File: src/rtl/rskt_pkg.sv
package rskt_pkg;

  localparam int Capacity = 256;
  localparam int IdxW = $clog2(Capacity);
  localparam int CntW = $clog2(Capacity + 1);
  localparam int EntW = 80;

  localparam logic [1:0] OP_INSERT = 2'd0;
  localparam logic [1:0] OP_REMOVE = 2'd1;
  localparam logic [1:0] OP_LOOKUP = 2'd2;

  localparam logic [2:0] ST_INSERTED  = 3'd0;
  localparam logic [2:0] ST_RAISED    = 3'd1;
  localparam logic [2:0] ST_FULL      = 3'd2;
  localparam logic [2:0] ST_DELETED   = 3'd3;
  localparam logic [2:0] ST_LOWERED   = 3'd4;
  localparam logic [2:0] ST_NOT_FOUND = 3'd5;
  localparam logic [2:0] ST_FOUND     = 3'd6;

  typedef struct packed {
    logic [1:0]  operation;
    logic [15:0] key;
    logic [31:0] data_handle;
    logic [15:0] entry_size;
  } req_t;

  typedef struct packed {
    logic [2:0]  status;
    logic [31:0] found_handle;
    logic [15:0] found_size;
  } rsp_t;

  // One stored entry: key, handle, size, reference count.
  typedef struct packed {
    logic [15:0] key;
    logic [31:0] handle;
    logic [15:0] size;
    logic [15:0] refs;
  } entry_t;

  // Datapath commands from the controller.
  typedef struct packed {
    logic            load_req;
    logic            rd_en;
    logic [IdxW-1:0] rd_addr;
    logic            hold_rd;
    logic            wr_en;
    logic [IdxW-1:0] wr_addr;
    logic [1:0]      wr_sel;   // 0 entry just read, 1 new entry, 2 ref+1, 3 ref-1
    logic            cnt_inc;
    logic            cnt_dec;
    logic            rsp_load;
    logic [2:0]      rsp_status;
  } cmd_t;

  localparam logic [1:0] WS_MOVE = 2'd0;
  localparam logic [1:0] WS_NEW  = 2'd1;
  localparam logic [1:0] WS_INC  = 2'd2;
  localparam logic [1:0] WS_DEC  = 2'd3;

  // Datapath status to the controller.
  typedef struct packed {
    logic [1:0]      operation;
    logic [CntW-1:0] count;
    logic            rd_less;   // read entry key below request key
    logic            rd_equal;
    logic            ref_gt1;   // read entry holds more than one reference
  } stat_t;

endpackage

File: src/rtl/rskt_ctrl.sv
module rskt_ctrl (
  input  logic            clk,
  input  logic            rst,
  input  logic            in_valid,
  output logic            in_ready,
  output logic            out_valid,
  input  logic            out_ready,
  input  rskt_pkg::stat_t stat,
  output rskt_pkg::cmd_t  cmd
);

  typedef enum logic [2:0] {
    S_IDLE, S_SREAD, S_SCMP, S_UPRD, S_UPWR, S_DNRD, S_DNWR, S_RESP
  } state_t;

  state_t state;
  logic [rskt_pkg::CntW-1:0] pos;
  logic [rskt_pkg::CntW-1:0] ptr;
  logic [rskt_pkg::CntW-1:0] pos_p1;
  logic [rskt_pkg::CntW-1:0] ptr_m1;
  logic [rskt_pkg::CntW-1:0] ptr_p1;
  logic [2:0] st_q;
  logic       full;
  logic       up_done;
  logic       dn_done;

  assign pos_p1  = pos + 1'b1;
  assign ptr_m1  = ptr - 1'b1;
  assign ptr_p1  = ptr + 1'b1;
  assign full    = stat.count == rskt_pkg::CntW'(rskt_pkg::Capacity);
  assign up_done = ptr == pos;
  assign dn_done = ptr_p1 >= stat.count;

  // A new request may enter once the previous response is handed over.
  assign in_ready = !rst && (state == S_IDLE) && (!out_valid || out_ready);

  // Commands decoded from the state.
  always_comb begin
    cmd = '0;
    cmd.load_req   = in_valid && in_ready;
    cmd.rd_addr    = pos[rskt_pkg::IdxW-1:0];
    cmd.wr_addr    = ptr[rskt_pkg::IdxW-1:0];
    cmd.wr_sel     = rskt_pkg::WS_MOVE;
    cmd.rsp_status = st_q;
    unique case (state)
      S_SREAD: begin
        cmd.rd_en = pos < stat.count;
      end
      S_SCMP: begin
        cmd.hold_rd = 1'b1;
      end
      S_UPRD: begin
        // The gap has reached pos: store the new entry there.
        if (up_done) begin
          cmd.wr_en   = 1'b1;
          cmd.wr_addr = pos[rskt_pkg::IdxW-1:0];
          cmd.wr_sel  = rskt_pkg::WS_NEW;
          cmd.cnt_inc = 1'b1;
        end else begin
          cmd.rd_en   = 1'b1;
          cmd.rd_addr = ptr_m1[rskt_pkg::IdxW-1:0];
        end
      end
      S_UPWR: begin
        cmd.wr_en = 1'b1;
      end
      S_DNRD: begin
        if (dn_done) begin
          cmd.cnt_dec = 1'b1;
        end else begin
          cmd.rd_en   = 1'b1;
          cmd.rd_addr = ptr_p1[rskt_pkg::IdxW-1:0];
        end
      end
      S_DNWR: begin
        cmd.wr_en = 1'b1;
      end
      S_RESP: begin
        cmd.rsp_load = 1'b1;
        cmd.wr_addr  = pos[rskt_pkg::IdxW-1:0];
        if (st_q == rskt_pkg::ST_RAISED) begin
          cmd.wr_en  = 1'b1;
          cmd.wr_sel = rskt_pkg::WS_INC;
        end else if (st_q == rskt_pkg::ST_LOWERED) begin
          cmd.wr_en  = 1'b1;
          cmd.wr_sel = rskt_pkg::WS_DEC;
        end
      end
      default: begin
      end
    endcase
  end

  // State, search position, shift pointer and response handshake.
  always_ff @(posedge clk) begin
    if (rst) begin
      state     <= S_IDLE;
      out_valid <= 1'b0;
      pos       <= '0;
      ptr       <= '0;
      st_q      <= rskt_pkg::ST_NOT_FOUND;
    end else begin
      unique case (state)
        S_IDLE: begin
          if (out_valid && out_ready) begin
            out_valid <= 1'b0;
          end
          if (in_valid && in_ready) begin
            pos   <= '0;
            state <= S_SREAD;
          end
        end
        S_SREAD: begin
          if (pos < stat.count) begin
            state <= S_SCMP;
          end else if (stat.operation == rskt_pkg::OP_INSERT) begin
            // Key is past every entry.
            if (full) begin
              st_q  <= rskt_pkg::ST_FULL;
              state <= S_RESP;
            end else begin
              ptr   <= stat.count;
              st_q  <= rskt_pkg::ST_INSERTED;
              state <= S_UPRD;
            end
          end else begin
            st_q  <= rskt_pkg::ST_NOT_FOUND;
            state <= S_RESP;
          end
        end
        S_SCMP: begin
          if (stat.rd_less) begin
            pos   <= pos_p1;
            state <= S_SREAD;
          end else if (stat.rd_equal) begin
            unique case (stat.operation)
              rskt_pkg::OP_INSERT: begin
                st_q  <= rskt_pkg::ST_RAISED;
                state <= S_RESP;
              end
              rskt_pkg::OP_REMOVE: begin
                if (stat.ref_gt1) begin
                  st_q  <= rskt_pkg::ST_LOWERED;
                  state <= S_RESP;
                end else begin
                  st_q  <= rskt_pkg::ST_DELETED;
                  ptr   <= pos;
                  state <= S_DNRD;
                end
              end
              rskt_pkg::OP_LOOKUP: begin
                st_q  <= rskt_pkg::ST_FOUND;
                state <= S_RESP;
              end
              default: begin
                st_q  <= rskt_pkg::ST_NOT_FOUND;
                state <= S_RESP;
              end
            endcase
          end else begin
            // Larger key: the request key belongs here.
            if (stat.operation == rskt_pkg::OP_INSERT) begin
              if (full) begin
                st_q  <= rskt_pkg::ST_FULL;
                state <= S_RESP;
              end else begin
                ptr   <= stat.count;
                st_q  <= rskt_pkg::ST_INSERTED;
                state <= S_UPRD;
              end
            end else begin
              st_q  <= rskt_pkg::ST_NOT_FOUND;
              state <= S_RESP;
            end
          end
        end
        S_UPRD: begin
          // Read entry ptr-1 unless the gap has reached pos.
          if (up_done) begin
            state <= S_RESP;
          end else begin
            state <= S_UPWR;
          end
        end
        S_UPWR: begin
          ptr   <= ptr_m1;
          state <= S_UPRD;
        end
        S_DNRD: begin
          if (dn_done) begin
            state <= S_RESP;
          end else begin
            state <= S_DNWR;
          end
        end
        S_DNWR: begin
          ptr   <= ptr_p1;
          state <= S_DNRD;
        end
        S_RESP: begin
          out_valid <= 1'b1;
          state     <= S_IDLE;
        end
        default: state <= S_IDLE;
      endcase
    end
  end

endmodule

File: config.mk
export PLATFORM = sky130hd
export DESIGN_NAME = rskt_ctrl
export DESIGN_NICKNAME = d
export VERILOG_FILES = /design/src/rtl/rskt_pkg.sv /design/src/rtl/rskt_ctrl.sv
export SDC_FILE = /design/constraint.sdc
export NUM_CORES = 1
export LEC_CHECK = 0
export BUFFER_PORTS_ARGS = -buffer_cell sky130_fd_sc_hd__buf_2
export CAP_MARGIN = 5
export CORE_ASPECT_RATIO = 0.5
export CORE_MARGIN = 3
export CORE_UTILIZATION = 52
export DETAILED_ROUTE_END_ITERATION = 16
export GPL_TIMING_DRIVEN = 0
export PLACE_DENSITY = 0.75
export SLEW_MARGIN = 20
export SYNTH_ARGS = -nofsm -noshare
export SYNTH_HDL_FRONTEND = slang
export SYNTH_SLANG_ARGS = --single-unit
File: constraint.sdc
create_clock -name clk -period 4.8 [get_ports clk]
set_input_delay 0.96 -clock clk [delete_from_list [all_inputs] [get_ports clk]]
set_output_delay 0.96 -clock clk [all_outputs]
set_load 0.01 [all_outputs]
# Yosys cells after proc, flatten, opt, wreduce, memory -nomap -nowiden
# Index checks and enable logic that the tools add are counted.
totals:
  ff_bits: 25
  inputBits: 18
op_classes:
  n_addsub: 3
  order_cmp: 2
  n_eq_ne: 20
  mux: 48
  reduce_logical: 18
op_table:
  columns: ["op", "n"]
  rows:
  - ["$mux 9", 11]
  - ["$pmux 9 s4", 1]
  - ["$mux 3", 11]
  - ["$pmux 3 s8", 1]
  - ["$pmux 10 s2", 1]
  - ["$add 9x1->9 const B", 2]
  - ["$pmux 9 s2", 1]
  - ["$pmux 8 s2", 1]
  - ["$eq 3x3->1 const B", 5]
  - ["$mux 12", 1]
  - ["$mux 2", 6]
  - ["$eq 9x9->1", 1]
  - ["$eq 9x9->1 const B", 1]
  - ["$ge 9x9->1", 1]
  - ["$lt 9x9->1", 1]
  - ["$mux 1", 9]
  - ["$pmux 3 s3", 1]
  - ["$sub 9x1->9 const B", 1]
  - ["$ne 2x2->1 const B", 4]
  - ["$eq 3x1->1 const B", 2]
  - ["$eq 3x2->1 const B", 2]
  - ["$pmux 1 s3", 2]
  - ["$pmux 3 s2", 1]
  - ["$reduce_and 3->1", 2]
  - ["16 further kinds", 22]

# Longest topological paths before layout
depth:
  depth_word: 6
  ltp_mapped: 13
  depth_no_buf: 12

# Least setup slack after synthesis
# No wires, ideal clock.
synth_path:
  path_kind: "reg2out"
  start: "register ptr[2] (netlist bit)"
  end: "output port cmd[22] (netlist bit)"
  t_arrival_ps: 2981
  required_ps: 3840
  slack_ps: 859
  stages_incl_launch_ff: 13
  path_cell_list: "dfxtp_1 > buf_1 > and3_1 > nor3b_1 > xor2_1 > ha_1 > nand2_1 > nor2_1 > a211oi_1 > nand3_1 > and2_1 > clkbuf_1 > a221o_1"
synth_rtl:
  columns: ["item", "line", "text"]
  rows:
  - ["start, declared", "rskt_ctrl.sv:18", "logic [rskt_pkg::CntW-1:0] ptr;"]
  - ["start signal, assigned", "rskt_ctrl.sv:122", "ptr <= stat.count;"]
  - ["start signal, assigned", "rskt_ctrl.sv:147", "ptr <= pos;"]
  - ["start signal, assigned", "rskt_ctrl.sv:167", "ptr <= stat.count;"]
  - ["end, declared", "rskt_ctrl.sv:9", "output rskt_pkg::cmd_t cmd"]

==> key figures <==
Yosys
  • Post-synthesis register bit count: 25
  • Avg Cell Area, Syn: 7.20 um^2
  • Most frequent cells after synthesis: nand2_1, nor2_1, a21oi_1, dfxtp_1
  • Most used standard cell by instance count after synthesis: nand2_1
  • Post-synth top area cell: dfxtp_1
  • Post-synth EDFFs: 0
  • Cell area after synthesis: 0.00270 mm^2
  • Seq/Total Area, Yosys: 18.5%
  • Area contributors post-synth: dfxtp_1, ha_1, xnor2_1
  • Syn. warnings: 0
  • Yosys top cell area share: 18.5%
  • Mapped Nets: 413
  • Post-Syn Instances: 375
  • Distinct cells, synth: 54
  • Async set or reset register ratio after synthesis: 0%
  • Ys flop type: dfxtp_1

Detailed routing
  • Per-cell routed wire length: 20.1 um
  • Total length of routed wires: 9.81 mm
  • DR pass1 iterations: 6
  • DRT iter0 DRCs: 520
  • Antenna viol nets, final: 0
  • Overall via count from detail_route: 3,180
  • Remaining DRCs: 0
  • Vias per Instance: 6.52

Power
  • Sw power: 0.000715 W
  • Combinational Power Share: 67.2%
  • VDD IR-drop max: 0.000204 V
  • Seq pwr share: 22.9%
  • Int Pwr: 0.000662 W
  • Clk pwr share: 9.9%
  • Pwr Total: 0.00138 W
  • P_leak: 1.38 nW
  • Power per cell area: 448 mW/mm^2
  • Sw Ratio: 51.9%

Cells and area
  • Reg area: 504 um^2
  • Share of layout cells above drive strength 1: 16.6%
  • Multi-input gate area: 0.00205 mm^2
  • Number of diodes: 0
  • Fillers: 427
  • Nets@finish: 461
  • Area Overhead vs Synth: 13.9%

STA
  • Fmax: 217 MHz
  • RSZ-0062 raised after global routing: no
  • Period utilisation layout: 96.2%
  • Max Slew Vio Count: 0
  • Minimum clock period: 4.62 ns
  • Slew HR: 30.8%
  • TNS Setup: 0 ns
  • Slew @ Worst Pin: 1.04 ns
  • Hold Fails Final Rpt: 0
  • Final Setup Violations: 0
  • Clock Skew: 0.00835 ns

GRT
  • Number of global-route vias before repair: 2,827
  • First-pass GRT wire length: 15.0 mm
  • Largest net degree at the start of global routing: 14
  • Total track usage: 31.3%
  • GR Overflow Total: 0
  • Initial antenna violation count: 0

Setup path
  • Crit path launch type: flop
  • Worst EP required: 3.84 ns
  • Crit-path max FO: 8
  • CP Data Arrival Time: 3.66 ns
  • Worst-case reg-to-reg path depth: 11
  • Crit path capture type: output pin
  • Critical path class: flop to output pin

Clocking
  • Worst skew pair latency: 0.28 ns
  • CTS max path bufs: 2
  • CTS Root Cell: clkbuf_8
  • # H-tree levels: 1
  • Clock Sink Count: 25
  • Total CTS buffers: 3
  • CTS tree: done
  • Clk pin slew, worst setup/hold paths: 0.10 ns

Floorplan
  • Die ar.: 0.00615 mm^2
  • Core Area: 0.00470 mm^2
  • Rows: 17
  • Die Wd: 108 um
  • Die Y: 57.0 um
  • # IOs: 48
  • Initial Util: 57.5%

Place
  • Routability cong.: 1.03
  • IO Port Bufs: 46
  • Hpwl dp: 7.59 mm

Worst hold path
  • Cells on Worst Hold Path: 2
  • Worst Hold Class: flop to flop

Status
  • Outcome: completed

Run
  • Total of max-cap violations: 0
## final cells by class
| type | instances | share of cell area (%) |
|---|---|---|
| flip-flops and latches | 25 | 16.4 |
| plain buffers | 20 | 2.56 |
| repair buffers | 47 | 7.73 |
| multi-input cells | 304 | 66.5 |
| inverters | 22 | 2.68 |
| well taps | 66 | 2.68 |
| clock buffers | 4 | 1.46 |
## power by group through the flow
stage                     Combinational (W)  Sequential, W  Clock, W
final                              0.000925       0.000315  0.000137
after floorplan                    0.000663       0.000278         0
after detailed placement           0.000921       0.000287         0
after CTS                          0.000902       0.000304  0.000135
after global routing                0.00101       0.000322  0.000145
after global placement             0.000902       0.000287         0
## per-stage QoR
stage | area (um^2) | worst slack (ns) | hold WS (ns) | utilization, % | cells
after floorplan | 2700 | 0.859 | 0.512 | - | 375
final | 3080 | 0.185 | 0.537 | 65.5 | 488
after CTS | 3060 | 0.0474 | 0.530 | 65.0 | 488
after detailed placement | 3010 | 0.104 | 0.517 | 64.1 | 487
after global routing | 3080 | 0.0299 | 0.557 | 65.5 | 488
after global placement | 3010 | 0.108 | 0.491 | 64.1 | 487
## worst paths after layout
kind | start | endpoint | slack, ns
max | ptr[0] | cmd[22] | 0.18
min | st_q[1] | st_q[1] | 0.54
max reg2reg | ptr[0] | state[0] | 1.84
min reg2reg | st_q[1] | st_q[1] | 0.54
## kinds of logic (layout without fill, tap and decap cells)
| kind of cell | Yosys count | after routing | synth area share, % |
|---|---|---|---|
| xor gates and xnor gates | 36 | 36 | 11.7 |
| muxes | 10 | 10 | 3.98 |
| DFF | 25 | 25 | 18.5 |
| AOI/OAI and AO/OA | 96 | 96 | 24.3 |
| adders and majority gates | 20 | 20 | 9.26 |
| and+or+nand+nor | 142 | 142 | 25.8 |
| buffers and inverters | 46 | 93 | 6.53 |
## state kept, by name, summed over array words and instances, names as in the netlist
| register | count |
|---|---|
| st_q | 3 |
| state | 3 |
| pos | 9 |
| out_valid | 1 |
| ptr | 9 |
## cells in the final DEF (no fill, tap or decap), types with 7 or more instances in the layout
master / instances
buf_2: 49
nand2_1: 38
a21oi_1: 30
clkbuf_1: 16
dfxtp_1: 22
nand3_1: 11
nand4_1: 9
inv_1: 21
xor2_1: 14
nor2_1: 36
o21ai_0: 15
ha_1: 20
a311oi_1: 7
xnor2_1: 21
nor3_1: 14
## critical path, cell delays in order (launching register included)
cell,delay [ns]
dfxtp_2,0.48
ha_1,0.29
nand3_1,0.17
nor2_1,0.28
nand2_1,0.10
xnor2_1,0.20
ha_1,0.30
nand4_1,0.12
nor2_1,0.08
a21oi_2,0.26
nand3_1,0.16
and2_1,0.19
clkbuf_1,0.19
a221o_1,0.40
buf_2,0.15
## routing by layer
| layer | GRT usage (%) | routed length, um |
|---|---|---|
| met2 | 47.4 | 4060 |
| met1 | 45.7 | 4220 |
| met3 | 7.80 | 1400 |
| met4 | 4.68 | 119 |
| met5 | 0 | 0 |
## repair_timing
action,in CTS,in global routing
pin swaps,0,1
setup endpoints to repair,6,7
setup buffers,0,1
resized for setup,3,4
endpoints found under the hold margin,0,0
hold buffers,0,0
(Power assumes the default switching activity.)
